==> src/rtl/core/nps_pkg.sv <==
// ----------------------------------------------------------------------------
// Non-preemptive priority scheduler package
// Shared widths, codes and types used by the front and back of the scheduler.
// ----------------------------------------------------------------------------
package nps_pkg;

	// Field widths of the input items and result records.
	localparam int JOB_W   = 4;
	localparam int PRIO_W  = 8;
	localparam int BURST_W = 16;
	localparam int TIME_W  = 32;
	localparam int KIND_W  = 2;

	// Default number of job slots in the ready queue.
	localparam int DEF_QUEUE_DEPTH = 16;

	// Entries in the command queue between the front and the back.
	localparam int CMD_FIFO_DEPTH = 2;

	// Largest time value; time and finish stamps saturate here.
	localparam logic [TIME_W-1:0] TIME_MAX = {TIME_W{1'b1}};

	// Record kinds on the result channel.
	localparam logic [KIND_W-1:0] REC_JOB    = 2'd0;
	localparam logic [KIND_W-1:0] REC_IDLE   = 2'd1;
	localparam logic [KIND_W-1:0] REC_REJECT = 2'd2;

	// Operation carried by a command.
	typedef enum logic {
		OP_ARRIVE = 1'b0,
		OP_TICK   = 1'b1
	} op_t;

	// A classified input item as it travels from the front to the back.
	typedef struct packed {
		op_t                op;
		logic [JOB_W-1:0]   job_id;
		logic [PRIO_W-1:0]  prio;
		logic [BURST_W-1:0] burst;
	} cmd_t;

endpackage

==> src/rtl/core/nps_front.sv <==
// ----------------------------------------------------------------------------
// Scheduler front end
// Accepts input items, classifies them into arrival or tick commands and
// holds them in a short queue until the back end takes them.
// ----------------------------------------------------------------------------
module nps_front (
	input  logic                        clk,
	input  logic                        arst_n,
	input  logic                        in_valid,
	output logic                        in_stall,
	input  logic                        req_type,
	input  logic [nps_pkg::JOB_W-1:0]   job_id,
	input  logic [nps_pkg::PRIO_W-1:0]  job_priority,
	input  logic [nps_pkg::BURST_W-1:0] job_burst,
	output logic                        cmd_valid,
	input  logic                        cmd_pop,
	output nps_pkg::cmd_t               cmd
);
	import nps_pkg::*;

	localparam int PTR_W = (CMD_FIFO_DEPTH > 1) ? $clog2(CMD_FIFO_DEPTH) : 1;
	localparam int CNT_W = $clog2(CMD_FIFO_DEPTH + 1);
	localparam logic [PTR_W-1:0] PTR_LAST = PTR_W'(CMD_FIFO_DEPTH - 1);

	cmd_t             fifo_q [CMD_FIFO_DEPTH];
	logic [PTR_W-1:0] wr_ptr_q;
	logic [PTR_W-1:0] rd_ptr_q;
	logic [CNT_W-1:0] count_q;
	cmd_t             in_cmd;
	logic             push;
	logic             pop;

	// Classify the incoming item.
	always_comb begin
		in_cmd.op     = req_type ? OP_TICK : OP_ARRIVE;
		in_cmd.job_id = job_id;
		in_cmd.prio   = job_priority;
		in_cmd.burst  = job_burst;
	end

	// The queue stalls the input only when every entry is taken.
	assign in_stall  = (count_q == CNT_W'(CMD_FIFO_DEPTH));
	assign push      = in_valid && !in_stall;
	assign cmd_valid = (count_q != '0);
	assign pop       = cmd_pop && cmd_valid;
	assign cmd       = fifo_q[rd_ptr_q];

	// Queue storage.
	always_ff @(posedge clk) begin
		if (push) begin
			fifo_q[wr_ptr_q] <= in_cmd;
		end
	end

	// Queue pointers and fill count.
	always_ff @(posedge clk or negedge arst_n) begin
		if (!arst_n) begin
			wr_ptr_q <= '0;
			rd_ptr_q <= '0;
			count_q  <= '0;
		end else begin
			if (push) begin
				wr_ptr_q <= (wr_ptr_q == PTR_LAST) ? '0 : wr_ptr_q + 1'b1;
			end
			if (pop) begin
				rd_ptr_q <= (rd_ptr_q == PTR_LAST) ? '0 : rd_ptr_q + 1'b1;
			end
			if (push && !pop) begin
				count_q <= count_q + 1'b1;
			end else if (pop && !push) begin
				count_q <= count_q - 1'b1;
			end
		end
	end

endmodule

==> src/rtl/core/nps_back.sv <==
// ----------------------------------------------------------------------------
// Scheduler back end
// Holds the job slots, carries out arrivals and ticks one command at a time
// and drives the registered result channel.
// ----------------------------------------------------------------------------
module nps_back #(
	parameter int QUEUE_DEPTH = nps_pkg::DEF_QUEUE_DEPTH
) (
	input  logic                       clk,
	input  logic                       arst_n,
	input  logic                       cmd_valid,
	output logic                       cmd_pop,
	input  nps_pkg::cmd_t              cmd,
	output logic                       out_valid,
	input  logic                       out_stall,
	output logic [nps_pkg::KIND_W-1:0] record_kind,
	output logic [nps_pkg::JOB_W-1:0]  seg_job,
	output logic [nps_pkg::TIME_W-1:0] seg_start,
	output logic [nps_pkg::TIME_W-1:0] seg_finish,
	output logic [nps_pkg::TIME_W-1:0] turnaround,
	output logic [nps_pkg::TIME_W-1:0] waiting,
	output logic                       last_record
);
	import nps_pkg::*;

	localparam int IDX_W = (QUEUE_DEPTH > 1) ? $clog2(QUEUE_DEPTH) : 1;
	localparam int CNT_W = $clog2(QUEUE_DEPTH + 1);

	typedef struct packed {
		logic [JOB_W-1:0]   job_id;
		logic [PRIO_W-1:0]  prio;
		logic [BURST_W-1:0] burst;
		logic [TIME_W-1:0]  arrival;
		logic [TIME_W-1:0]  order;
	} slot_t;

	typedef enum logic [8:0] {
		S_IDLE      = 9'b000000001,
		S_FREE      = 9'b000000010,
		S_REJECT    = 9'b000000100,
		S_SCAN      = 9'b000001000,
		S_DECIDE    = 9'b000010000,
		S_EMIT_IDLE = 9'b000100000,
		S_FIN1      = 9'b001000000,
		S_FIN2      = 9'b010000000,
		S_EMIT_JOB  = 9'b100000000
	} state_t;

	state_t               state_q;
	slot_t                mem [QUEUE_DEPTH];
	logic [QUEUE_DEPTH-1:0] valid_q;
	logic [CNT_W-1:0]     cnt_q;
	logic [IDX_W-1:0]     cnt_idx;
	logic                 scan_done;
	cmd_t                 cmd_q;

	// Scan pipeline: slot data is registered and arrives in the cycle after its address.
	slot_t                rd_data_s1;
	logic                 cmp_en_s1;
	logic                 slot_vld_s1;
	logic [IDX_W-1:0]     rd_idx_s1;

	logic                 best_found_q;
	logic [IDX_W-1:0]     best_idx_q;
	slot_t                best_q;
	logic                 better;

	logic [TIME_W-1:0]    now_q;
	logic [TIME_W-1:0]    busy_q;
	logic                 idle_active_q;
	logic [TIME_W-1:0]    idle_begin_q;
	logic [TIME_W-1:0]    enq_cnt_q;
	logic [TIME_W-1:0]    fin_q;
	logic [TIME_W-1:0]    tat_q;

	logic                 now_ge_busy;
	logic [TIME_W-1:0]    now_inc;
	logic [TIME_W:0]      fin_sum;
	logic [TIME_W-1:0]    fin_sat;
	logic [TIME_W-1:0]    burst_ext;
	logic [TIME_W-1:0]    wait_val;
	logic                 mem_we;
	slot_t                wr_slot;

	logic                 out_valid_q;
	logic                 out_free;
	logic [KIND_W-1:0]    out_kind_q;
	logic [JOB_W-1:0]     out_job_q;
	logic [TIME_W-1:0]    out_start_q;
	logic [TIME_W-1:0]    out_finish_q;
	logic [TIME_W-1:0]    out_tat_q;
	logic [TIME_W-1:0]    out_wait_q;
	logic                 out_last_q;

	// Slot counter and its index form.
	assign cnt_idx   = cnt_q[IDX_W-1:0];
	assign scan_done = (cnt_q == CNT_W'(QUEUE_DEPTH));

	// A command is taken from the queue as soon as the sequencer is free.
	assign cmd_pop = (state_q == S_IDLE) && cmd_valid;

	// The result register can be loaded when empty or when it drains now.
	assign out_free = !out_valid_q || !out_stall;

	// Candidate comparison: lower priority value wins, then the older job.
	assign better = slot_vld_s1 &&
		(!best_found_q ||
		 (rd_data_s1.prio < best_q.prio) ||
		 ((rd_data_s1.prio == best_q.prio) && (rd_data_s1.order < best_q.order)));

	// Time arithmetic with saturation.
	assign now_ge_busy = (now_q >= busy_q);
	assign now_inc     = (now_q == TIME_MAX) ? TIME_MAX : now_q + 1'b1;
	assign burst_ext   = {{(TIME_W-BURST_W){1'b0}}, best_q.burst};
	assign fin_sum     = {1'b0, busy_q} + {1'b0, burst_ext};
	assign fin_sat     = fin_sum[TIME_W] ? TIME_MAX : fin_sum[TIME_W-1:0];
	assign wait_val    = (tat_q >= burst_ext) ? tat_q - burst_ext : '0;

	// An arrival is written into the first free slot found by the search.
	assign mem_we = (state_q == S_FREE) && !scan_done && !valid_q[cnt_idx];

	always_comb begin
		wr_slot.job_id  = cmd_q.job_id;
		wr_slot.prio    = cmd_q.prio;
		wr_slot.burst   = cmd_q.burst;
		wr_slot.arrival = now_q;
		wr_slot.order   = enq_cnt_q;
	end

	// Slot memory with one write and one registered read port.
	always_ff @(posedge clk) begin
		if (mem_we) begin
			mem[cnt_idx] <= wr_slot;
		end
		rd_data_s1 <= mem[cnt_idx];
	end

	// Sequencer, slot valid bits, time keeping and result handshake.
	always_ff @(posedge clk or negedge arst_n) begin
		if (!arst_n) begin
			state_q       <= S_IDLE;
			valid_q       <= '0;
			cnt_q         <= '0;
			cmp_en_s1     <= 1'b0;
			slot_vld_s1   <= 1'b0;
			rd_idx_s1     <= '0;
			best_found_q  <= 1'b0;
			best_idx_q    <= '0;
			now_q         <= '0;
			busy_q        <= '0;
			idle_active_q <= 1'b0;
			idle_begin_q  <= '0;
			enq_cnt_q     <= '0;
			out_valid_q   <= 1'b0;
		end else begin
			if (!out_stall) begin
				out_valid_q <= 1'b0;
			end
			unique case (state_q)
				S_IDLE: begin
					if (cmd_valid) begin
						cnt_q        <= '0;
						cmp_en_s1    <= 1'b0;
						best_found_q <= 1'b0;
						state_q      <= (cmd.op == OP_ARRIVE) ? S_FREE : S_SCAN;
					end
				end
				S_FREE: begin
					if (scan_done) begin
						state_q <= S_REJECT;
					end else if (!valid_q[cnt_idx]) begin
						valid_q[cnt_idx] <= 1'b1;
						enq_cnt_q        <= enq_cnt_q + 1'b1;
						state_q          <= S_IDLE;
					end else begin
						cnt_q <= cnt_q + 1'b1;
					end
				end
				S_REJECT: begin
					if (out_free) begin
						out_valid_q <= 1'b1;
						state_q     <= S_IDLE;
					end
				end
				S_SCAN: begin
					cmp_en_s1   <= !scan_done;
					slot_vld_s1 <= !scan_done && valid_q[cnt_idx];
					rd_idx_s1   <= cnt_idx;
					if (!scan_done) begin
						cnt_q <= cnt_q + 1'b1;
					end
					if (cmp_en_s1 && better) begin
						best_found_q <= 1'b1;
						best_idx_q   <= rd_idx_s1;
					end
					if (scan_done && !cmp_en_s1) begin
						state_q <= S_DECIDE;
					end
				end
				S_DECIDE: begin
					if (!best_found_q) begin
						// Nothing waits: the core idles once its job is done.
						if (now_ge_busy) begin
							if (!idle_active_q) begin
								idle_begin_q  <= busy_q;
								idle_active_q <= 1'b1;
							end
							busy_q <= now_inc;
						end
						now_q   <= now_inc;
						state_q <= S_IDLE;
					end else if (idle_active_q) begin
						state_q <= S_EMIT_IDLE;
					end else if (now_ge_busy) begin
						state_q <= S_FIN1;
					end else begin
						now_q   <= now_inc;
						state_q <= S_IDLE;
					end
				end
				S_EMIT_IDLE: begin
					if (out_free) begin
						out_valid_q   <= 1'b1;
						idle_active_q <= 1'b0;
						if (now_ge_busy) begin
							state_q <= S_FIN1;
						end else begin
							now_q   <= now_inc;
							state_q <= S_IDLE;
						end
					end
				end
				S_FIN1: begin
					state_q <= S_FIN2;
				end
				S_FIN2: begin
					state_q <= S_EMIT_JOB;
				end
				S_EMIT_JOB: begin
					if (out_free) begin
						out_valid_q         <= 1'b1;
						busy_q              <= fin_q;
						valid_q[best_idx_q] <= 1'b0;
						now_q               <= now_inc;
						state_q             <= S_IDLE;
					end
				end
				default: begin
					state_q <= S_IDLE;
				end
			endcase
		end
	end

	// Command capture, best candidate, dispatch arithmetic and result payload.
	always_ff @(posedge clk) begin
		if (cmd_pop) begin
			cmd_q <= cmd;
		end
		if ((state_q == S_SCAN) && cmp_en_s1 && better) begin
			best_q <= rd_data_s1;
		end
		if (state_q == S_FIN1) begin
			fin_q <= fin_sat;
		end
		if (state_q == S_FIN2) begin
			tat_q <= (fin_q >= best_q.arrival) ? fin_q - best_q.arrival : '0;
		end
		if (out_free) begin
			case (state_q)
				S_REJECT: begin
					out_kind_q   <= REC_REJECT;
					out_job_q    <= cmd_q.job_id;
					out_start_q  <= '0;
					out_finish_q <= '0;
					out_tat_q    <= '0;
					out_wait_q   <= '0;
					out_last_q   <= 1'b1;
				end
				S_EMIT_IDLE: begin
					out_kind_q   <= REC_IDLE;
					out_job_q    <= '0;
					out_start_q  <= idle_begin_q;
					out_finish_q <= busy_q;
					out_tat_q    <= '0;
					out_wait_q   <= '0;
					out_last_q   <= !now_ge_busy;
				end
				S_EMIT_JOB: begin
					out_kind_q   <= REC_JOB;
					out_job_q    <= best_q.job_id;
					out_start_q  <= busy_q;
					out_finish_q <= fin_q;
					out_tat_q    <= tat_q;
					out_wait_q   <= wait_val;
					out_last_q   <= 1'b1;
				end
				default: begin
				end
			endcase
		end
	end

	assign out_valid   = out_valid_q;
	assign record_kind = out_kind_q;
	assign seg_job     = out_job_q;
	assign seg_start   = out_start_q;
	assign seg_finish  = out_finish_q;
	assign turnaround  = out_tat_q;
	assign waiting     = out_wait_q;
	assign last_record = out_last_q;

endmodule

==> src/rtl/core/nonpreemptive_priority_scheduler.sv <==
// ----------------------------------------------------------------------------
// Non-preemptive priority scheduler
// Front end with a command queue feeding a sequencer that owns the job slots.
// ----------------------------------------------------------------------------
// Arrivals enqueue a job into the lowest free slot, stamped with the current
// time; a full queue gives a rejection record. A tick makes the scheduling
// decision for the current time and then advances time by one: when the core
// is free the waiting job with the smallest priority value (oldest first on
// a tie) is dispatched, preceded by any pending idle segment. Items are
// worked one at a time by the back end, while the front end keeps taking up
// to two more. An arrival searches the slots from the lowest for a free one,
// and a tick scans every slot before its decision; a stalled result holds
// the back end until the record can be loaded. The priority search reads the
// slot memory one slot per cycle through its single read port.
module nonpreemptive_priority_scheduler #(
	parameter int QUEUE_DEPTH = nps_pkg::DEF_QUEUE_DEPTH
) (
	input  logic                        clk,
	input  logic                        arst_n,
	input  logic                        in_valid,
	output logic                        in_stall,
	input  logic                        req_type,
	input  logic [nps_pkg::JOB_W-1:0]   job_id,
	input  logic [nps_pkg::PRIO_W-1:0]  job_priority,
	input  logic [nps_pkg::BURST_W-1:0] job_burst,
	output logic                        out_valid,
	input  logic                        out_stall,
	output logic [nps_pkg::KIND_W-1:0]  record_kind,
	output logic [nps_pkg::JOB_W-1:0]   seg_job,
	output logic [nps_pkg::TIME_W-1:0]  seg_start,
	output logic [nps_pkg::TIME_W-1:0]  seg_finish,
	output logic [nps_pkg::TIME_W-1:0]  turnaround,
	output logic [nps_pkg::TIME_W-1:0]  waiting,
	output logic                        last_record
);
	import nps_pkg::*;

	logic cmd_valid;
	logic cmd_pop;
	cmd_t cmd;

	// Input side: classification and command queue.
	nps_front u_front (
		.clk          (clk),
		.arst_n       (arst_n),
		.in_valid     (in_valid),
		.in_stall     (in_stall),
		.req_type     (req_type),
		.job_id       (job_id),
		.job_priority (job_priority),
		.job_burst    (job_burst),
		.cmd_valid    (cmd_valid),
		.cmd_pop      (cmd_pop),
		.cmd          (cmd)
	);

	// Execution side: job slots, scheduling decision and result register.
	nps_back #(
		.QUEUE_DEPTH (QUEUE_DEPTH)
	) u_back (
		.clk         (clk),
		.arst_n      (arst_n),
		.cmd_valid   (cmd_valid),
		.cmd_pop     (cmd_pop),
		.cmd         (cmd),
		.out_valid   (out_valid),
		.out_stall   (out_stall),
		.record_kind (record_kind),
		.seg_job     (seg_job),
		.seg_start   (seg_start),
		.seg_finish  (seg_finish),
		.turnaround  (turnaround),
		.waiting     (waiting),
		.last_record (last_record)
	);

endmodule

==> config.mk <==
export PLATFORM = sky130hd
export DESIGN_NAME = nonpreemptive_priority_scheduler
export DESIGN_NICKNAME = d
export VERILOG_FILES = /design/src/rtl/core/nps_pkg.sv /design/src/rtl/core/nps_front.sv /design/src/rtl/core/nps_back.sv /design/src/rtl/core/nonpreemptive_priority_scheduler.sv
export SDC_FILE = /design/constraint.sdc
export NUM_CORES = 2
export LEC_CHECK = 0
export ABC_AREA = 1
export ABC_CLOCK_PERIOD_IN_PS = 10560
export BUFFER_PORTS_ARGS = -buffer_cell sky130_fd_sc_hd__buf_2
export CAP_MARGIN = 10
export CELL_PAD_IN_SITES_DETAIL_PLACEMENT = 1
export CELL_PAD_IN_SITES_GLOBAL_PLACEMENT = 1
export CORE_ASPECT_RATIO = 1.2
export CORE_UTILIZATION = 51
export DETAILED_ROUTE_END_ITERATION = 6
export GPL_TIMING_DRIVEN = 1
export PLACE_DENSITY = 0.79
export SYNTH_ARGS = -nofsm -noshare
export SYNTH_HDL_FRONTEND = slang
export SYNTH_HIERARCHICAL = 1
export SYNTH_SLANG_ARGS = --single-unit
export TNS_END_PERCENT = 1
==> constraint.sdc <==
create_clock -name clk -period 10.56 [get_ports clk]
set_input_delay 0.528 -clock clk [delete_from_list [all_inputs] [get_ports clk]]
set_output_delay 0.528 -clock clk [all_outputs]
set_load 0.03 [all_outputs]
# Yosys cells after proc, flatten, opt, wreduce, memory -nomap -nowiden
# Memories as Yosys holds them, arrays and structs flattened. A register that Yosys moved wholly into a read port is not among the register bits.
# Index checks and enable logic that the tools add are counted.
totals:
  mem_count: 2
  regBits: 494
  mem_bits_rw: 1530
  output_inout_bits: 137
  elab_cells: 211
  in_bits: 33
mem_list:
  columns: ["name", "depth", "width", "rd", "rd_clocked_by_memory_dff", "write_ports", "line_no", "source"]
  rows:
  - ["u_back.mem", 16, 92, 1, 1, 1, "nps_back.sv:50", "slot_t mem [QUEUE_DEPTH];"]
  - ["u_front.fifo_q", 2, 29, 1, 0, 1, "nps_front.sv:25", "cmd_t fifo_q [CMD_FIFO_DEPTH];"]
op_classes:
  addsub: 10
  n_lt_le_gt_ge: 9
  n_eq_ne: 27
  n_mux: 65
  bitwise_logic: 7
  reduce_logical: 57
op_table:
  columns: ["cell", "n"]
  rows:
  - ["32-bit two-way mux", 10]
  - ["32-bit one-hot mux with 3 select lines", 3]
  - ["32-bit one-hot mux with 2 select lines", 3]
  - ["9-bit two-way mux", 8]
  - ["9-bit one-hot mux with 8 select lines", 1]
  - ["32-bit by 1-bit adder with 32-bit output, second input constant", 2]
  - ["32-bit >= comparator", 2]
  - ["16-bit two-way mux", 3]
  - ["32-bit by 16-bit adder with 33-bit output", 1]
  - ["32-bit equality test, second input constant", 1]
  - ["32-bit by 16-bit >= comparator with 1-bit output", 1]
  - ["32-bit < comparator", 1]
  - ["16-bit one-hot mux with 2 select lines", 1]
  - ["32-bit by 16-bit subtractor with 32-bit output", 1]
  - ["32-bit subtractor", 1]
  - ["5-bit two-way mux", 4]
  - ["4-bit AND reduction", 5]
  - ["1-bit two-way mux", 18]
  - ["16-bit bitwise AND", 1]
  - ["1-bit logical AND", 16]
  - ["16-bit inverter", 1]
  - ["16-bit bitwise OR", 1]
  - ["2-bit nonzero test", 8]
  - ["5-bit one-hot mux with 3 select lines", 1]
  - ["other kinds (40)", 81]

# Logic depth before layout (Yosys ltp)
logic_depth:
  ltp_word: 8
  mapped_depth: 18
  depth_no_buf: 17

# By module
# The synthesis kept the hierarchy.
modules_own_cells:
  columns: ["module", "seq_area_each_um2", "area_per_inst_um2", "n_inst", "cells_each"]
  rows:
  - ["nps_back", 59903.7, 84722.5, 1, 7259]
  - ["nps_front", 1841.8, 2341.0, 1, 183]

# Worst setup path before layout
# Ideal clock, no wire load.
synth_path:
  kind: "flip-flop to flip-flop"
  start: "reg u_back.cnt_q[0]"
  end: "mem u_back/mem[0][0] (netlist bit) (enable)"
  arrival_time_ns: 8.538
  stages_incl_launch_ff: 16
  t_required_ns: 9.904
  setup_time_ns: 0.656
  slack_ns: 1.367
  synth_period_minus_slack_ns: 9.193
  n_path_buf: 6
  cell_sequence: "dfrtp_1 > buf_2 > inv_2 > buf_2 > buf_2 > buf_1 > ha_1 > inv_1 > nor2_1 > nand2_1 > inv_2 > nor2_1 > nand2_2 > buf_4 > buf_2 > nor3_1"
synth_between:
  elab_chain_len: 6
  word_cells_on_any_way: 9
  cone_classes: "1 x eq/ne; 4 x mux; 4 x reduce/logical"
synth_lines:
  columns: ["element", "line_no", "source"]
  rows:
  - ["start: declaration", "nps_back.sv:52", "logic [CNT_W-1:0] cnt_q;"]
  - ["start signal: assignment", "nps_back.sv:176", "cnt_q <= cnt_q + 1'b1;"]
  - ["start signal: assignment", "nps_back.sv:190", "cnt_q <= cnt_q + 1'b1;"]
  - ["1-bit binary-select mux with 4-bit select or 5-bit equality test (tied branches)", "nps_back.sv:120, nps_back.sv:97", null]
  - ["1-bit two-way mux (implied by the code) or 1-bit zero test (tied branches)", "nps_back.sv:120", "assign mem_we = (state_q == S_FREE) && !scan_done && !valid_q[cnt_idx];"]
  - ["1-bit zero test or 1-bit logical AND (tied branches)", "nps_back.sv:120", null]
  - ["1-bit logical AND", "nps_back.sv:120", null]
  - ["1-bit two-way mux", "nps_back.sv:132", "if (mem_we) begin"]
  - ["1-bit two-way mux (implied by the code)", "nps_back.sv:133", "mem[cnt_idx] <= wr_slot;"]
  - ["end: declaration", "nps_back.sv:50", null]
# Several ways; a longest one is shown, not always the timed one. The select of a mux whose other input is x is not followed.

# Worst setup path after layout
layout_path:
  start: "reg u_back.cnt_q[0]"
  end: "mem u_back/mem[2][47] (netlist bit) (enable)"
# Same word-level chain as after synthesis.

==> key figures <==
Floorplan
  • Core box area: 169000 um2
  • DIE HEIGHT: 455 um
  • Initial core utilization: 51.5%
  • Die Wd: 379 um
  • IO Count: 170
  • Die area: 172000 um2
  • Row Count: 165

Cells and area
  • Commonest non-fill, non-tap cell in the layout: edfxtp_1
  • Filler Cells Inserted: 17200
  • Most frequent cells in the layout: edfxtp_1, nand2_1, nor2_1, o21ai_0, inv_1
  • Area Growth Syn to Fin: 11.7%
  • Net count, final: 7752
  • Share of cells above drive strength 1: 8.58%
  • Final core occ: 57.5%

Setup path
  • Setup crit start: u_back/cnt_q[0]
  • Most used cell, CP: nand2_1
  • Reg2reg start: u_back/cnt_q[0]
  • Required time of the critical path: 11.01 ns
  • CP max stage cell: dfrtp_4
  • CP Cell Sequence: inv_8 > buf_12 > nand2_1 > nand3_1 > nand2_1 > nand2_1 > nand2_1 > nor2_1 > nand2_2 > buf_4 > nor3_2 > buf_4 > buf_4
  • CP endpoint kind: flop
  • CP Class: reg2reg
  • Top delay family on crit path: buffers and inverters
  • CP Buf/Inv Count: 5
  • Critical Path Fanout Max: 198
  • CP Launch Type: flop
  • Arr. time, crit path: 5.66 ns
  • Critical path's largest stage delay: 0.80 ns

Timing
  • RSZ-0062 raised after global routing: false
  • Clock skew: 0.0661 ns
  • Final period util: 49.3%
  • FMAX: 192 MHz
  • Fin Setup TNS: 0 ns
  • Fin crit period: 5.20 ns
  • Final setup fails: 0
  • Slew Limit Fails: 0
  • Slew @ Worst Pin: 1.38 ns
  • Slew Limit Headroom: 8.24%
  • Final hold vios: 0

Synth
  • Syn_nets: 7620
  • Synth Area in XOR/XNOR: 0.815%
  • Sequential fraction of the synthesis area: 70.9%
  • Synthesized area: 87100 um2
  • Avg Inst Size Synth: 11.7 um2
  • Mapped Cells: 7442
  • Share of the synthesized area in the top cell type: 63.8%
  • Ys Warns: 6
  • Adder-cell share of the synthesized area: 2.11%
  • Synth Area in Compound Gates: 9.44%
  • Post-synthesis cell type count: 51
  • Flops & latches, synth: 2116
  • Main area contributors after synthesis: edfxtp_1, nand2_1, o21ai_0
  • Simple-gate area share of the yosys netlist: 13.1%
  • Largest family of logic cells by synthesized area: simple AND/OR/NAND/NOR gates
  • Mux cell area share after synthesis: 0%
  • Biggest area consumer among synthesized cells: edfxtp_1

Drt
  • DR WL/cell: 27.6 um
  • DRT antenna net count: 0
  • Via Count: 61400
  • Drt via density: 6.13
  • Remaining DRCs: 0
  • DRT iter0 DRCs: 5987
  • Routed WL: 276000 um
  • Drt first pass iters: 6

GRT
  • Total track usage: 32.0%
  • First-pass GRT wire length: 408000 um
  • Busiest grt layer: met2
  • Vias in the first global route: 64600
  • Grt met2 use: 55.4%
  • Largest net degree at the start of global routing: 265
  • Antenna violations before repair: 12
  • Routing usage on met1: 38.3%
  • Final global-route overflow total: 0
  • Met3 Track Usage GR: 4.57%

Clock tree
  • Htree depth: 4
  • Cts bufs inserted: 201
  • Worst-skew pair later-pin latency: 0.88 ns
  • CTS clk-pin slew, worst paths: 0.06 ns
  • Clock Sinks: 2116
  • Resized Gates After CTS: 0
  • CTS tree: done
  • Clock Tree Buf Depth: 3
  • CTS root buffer: clkbuf_16

Run status
  • Outcome: complete, no violations

Place
  • PortBufs: 169
  • GPL Wtd Cong: 0.922
  • Hpwl dp: 166000 um

Power and ir drop
  • Peak supply drop: 0.000240 V
  • Pwr Density: 207 nW/um2
  • Lkg Pwr: 37.0 nW

Min path
  • Hold path startpoint: in_valid
  • Worst hold path class: in2reg

Job
  • Max_cap viols: 0
[worst reg2reg max path: stages, from the launching register on]
cell and delay, ns:
dfrtp_4 0.80, inv_8 0.70, buf_12 0.76, nand2_1 0.20, nand3_1 0.11, nand2_1 0.06, nand2_1 0.09, nand2_1 0.06
nor2_1 0.12, nand2_2 0.05, buf_4 0.30, nor3_2 0.29, buf_4 0.54, buf_4 0.66
[path summary, 6_finish.rpt]
| kind | to | slack [ns] | cells past startpoint |
|---|---|---|---|
| hold / removal | u_front/wr_ptr_q | 0.1 | 4 |
| setup / recovery | u_back/mem[2][47] | 5.36 | 13 |
| min in group asynchronous | u_back/idle_begin_q[8] | 0.25 | 2 |
| max in group asynchronous | u_back/cnt_q[1] | 8.11 | 4 |
| setup reg to reg | u_back/mem[2][47] | 5.36 | 13 |
| hold reg to reg | u_back/best_q[74] | 0.41 | 0 |
[per-layer routing]
layer,vias up,share of wire (%)
met5,-,0.021
met3,738,6.5
li1,26700,-
met1,31200,37
met2,2700,51
met4,8,6.2
[cell families (layout without fill, tap and decap cells)]
logic type,count (synthesis),in the layout
xor gates and xnor gates,81,81
other,0,6
and+or+nand+nor,2769,2769
adders and majority gates,145,145
AOI/OAI and AO/OA,1517,1517
buffers and inverters,814,1123
DFF,2116,2116
[power by group]
part	leakage (nW)	switching (mW)	total, mW	internal (mW)
Combinational	13.0	1.94	2.62	0.679
Clock	3.32	3.27	7.47	4.20
Sequential	20.8	0.494	10.1	9.60
[per-stage QoR]
step	hold slack [ns]	area [um2]	setup WS [ns]	total power, mW	instances
global placement	0.389	90200	5.55	12.6	9595
detailed placement	0.390	90200	5.52	12.8	9595
CTS	0.0215	97300	5.47	20.2	10000
floorplan	0.232	87100	1.37	11.7	7442
global route	0.108	97300	5.16	20.7	10000
finish	0.0982	97300	5.36	20.2	10000
[cells in the mapped netlist, drive strengths merged]
library cell,instances
clkinv,1
fa,3
a211oi,3
or2,23
buf,91
edfxtp,1849
o211ai,1
ha,142
dfstp,1
nand2,1264
dfrtp,174
o21ai,934
nand3,208
o31ai,2
o21a,5
nand3b,9
or3,1
clkbuf,271
nor3b,1
a21o,8
o21bai,8
nor4,18
a21oi,149
a22o,4
xnor2,19
dfxtp,92
a31oi,5
o22ai,386
a22oi,8
nand4,166
xor2,62
nor2,1002
inv,451
nor3,77
a21boi,4
[flip-flops by register name, indices dropped and copies added (netlist names), 9 cells and up]
signal and flops:
u_back/turnaround 32, u_back/cmd_q 28, u_back/waiting 32, u_back/best_q 92, u_back/busy_q 32, u_back/tat_q 32
u_back/rd_data_s1 92, u_back/valid_q 16, u_back/enq_cnt_q 32, u_front/fifo_q 58, u_back/idle_begin_q 32, u_back/mem 1472
u_back/seg_start 32, u_back/seg_finish 32, u_back/now_q 32, u_back/state_q 9, u_back/fin_q 32
[layout make-up]
type,instances,area (um2),area share (%)
antenna,6,15.0,0.0154
clock buffer,262,5440,5.59
clock inverter,118,1360,1.39
inverter,452,1720,1.77
multi-input combinational,4512,22300,22.9
sequential,2116,61800,63.5
tap,2254,2820,2.90
timing repair buffer,291,1900,1.95
[timing repair]
action,CTS,global route
buffers inserted,0,0
hold endpoints to repair,131,0
hold buffers,30,0
Power figures use the tool's default switching activity.
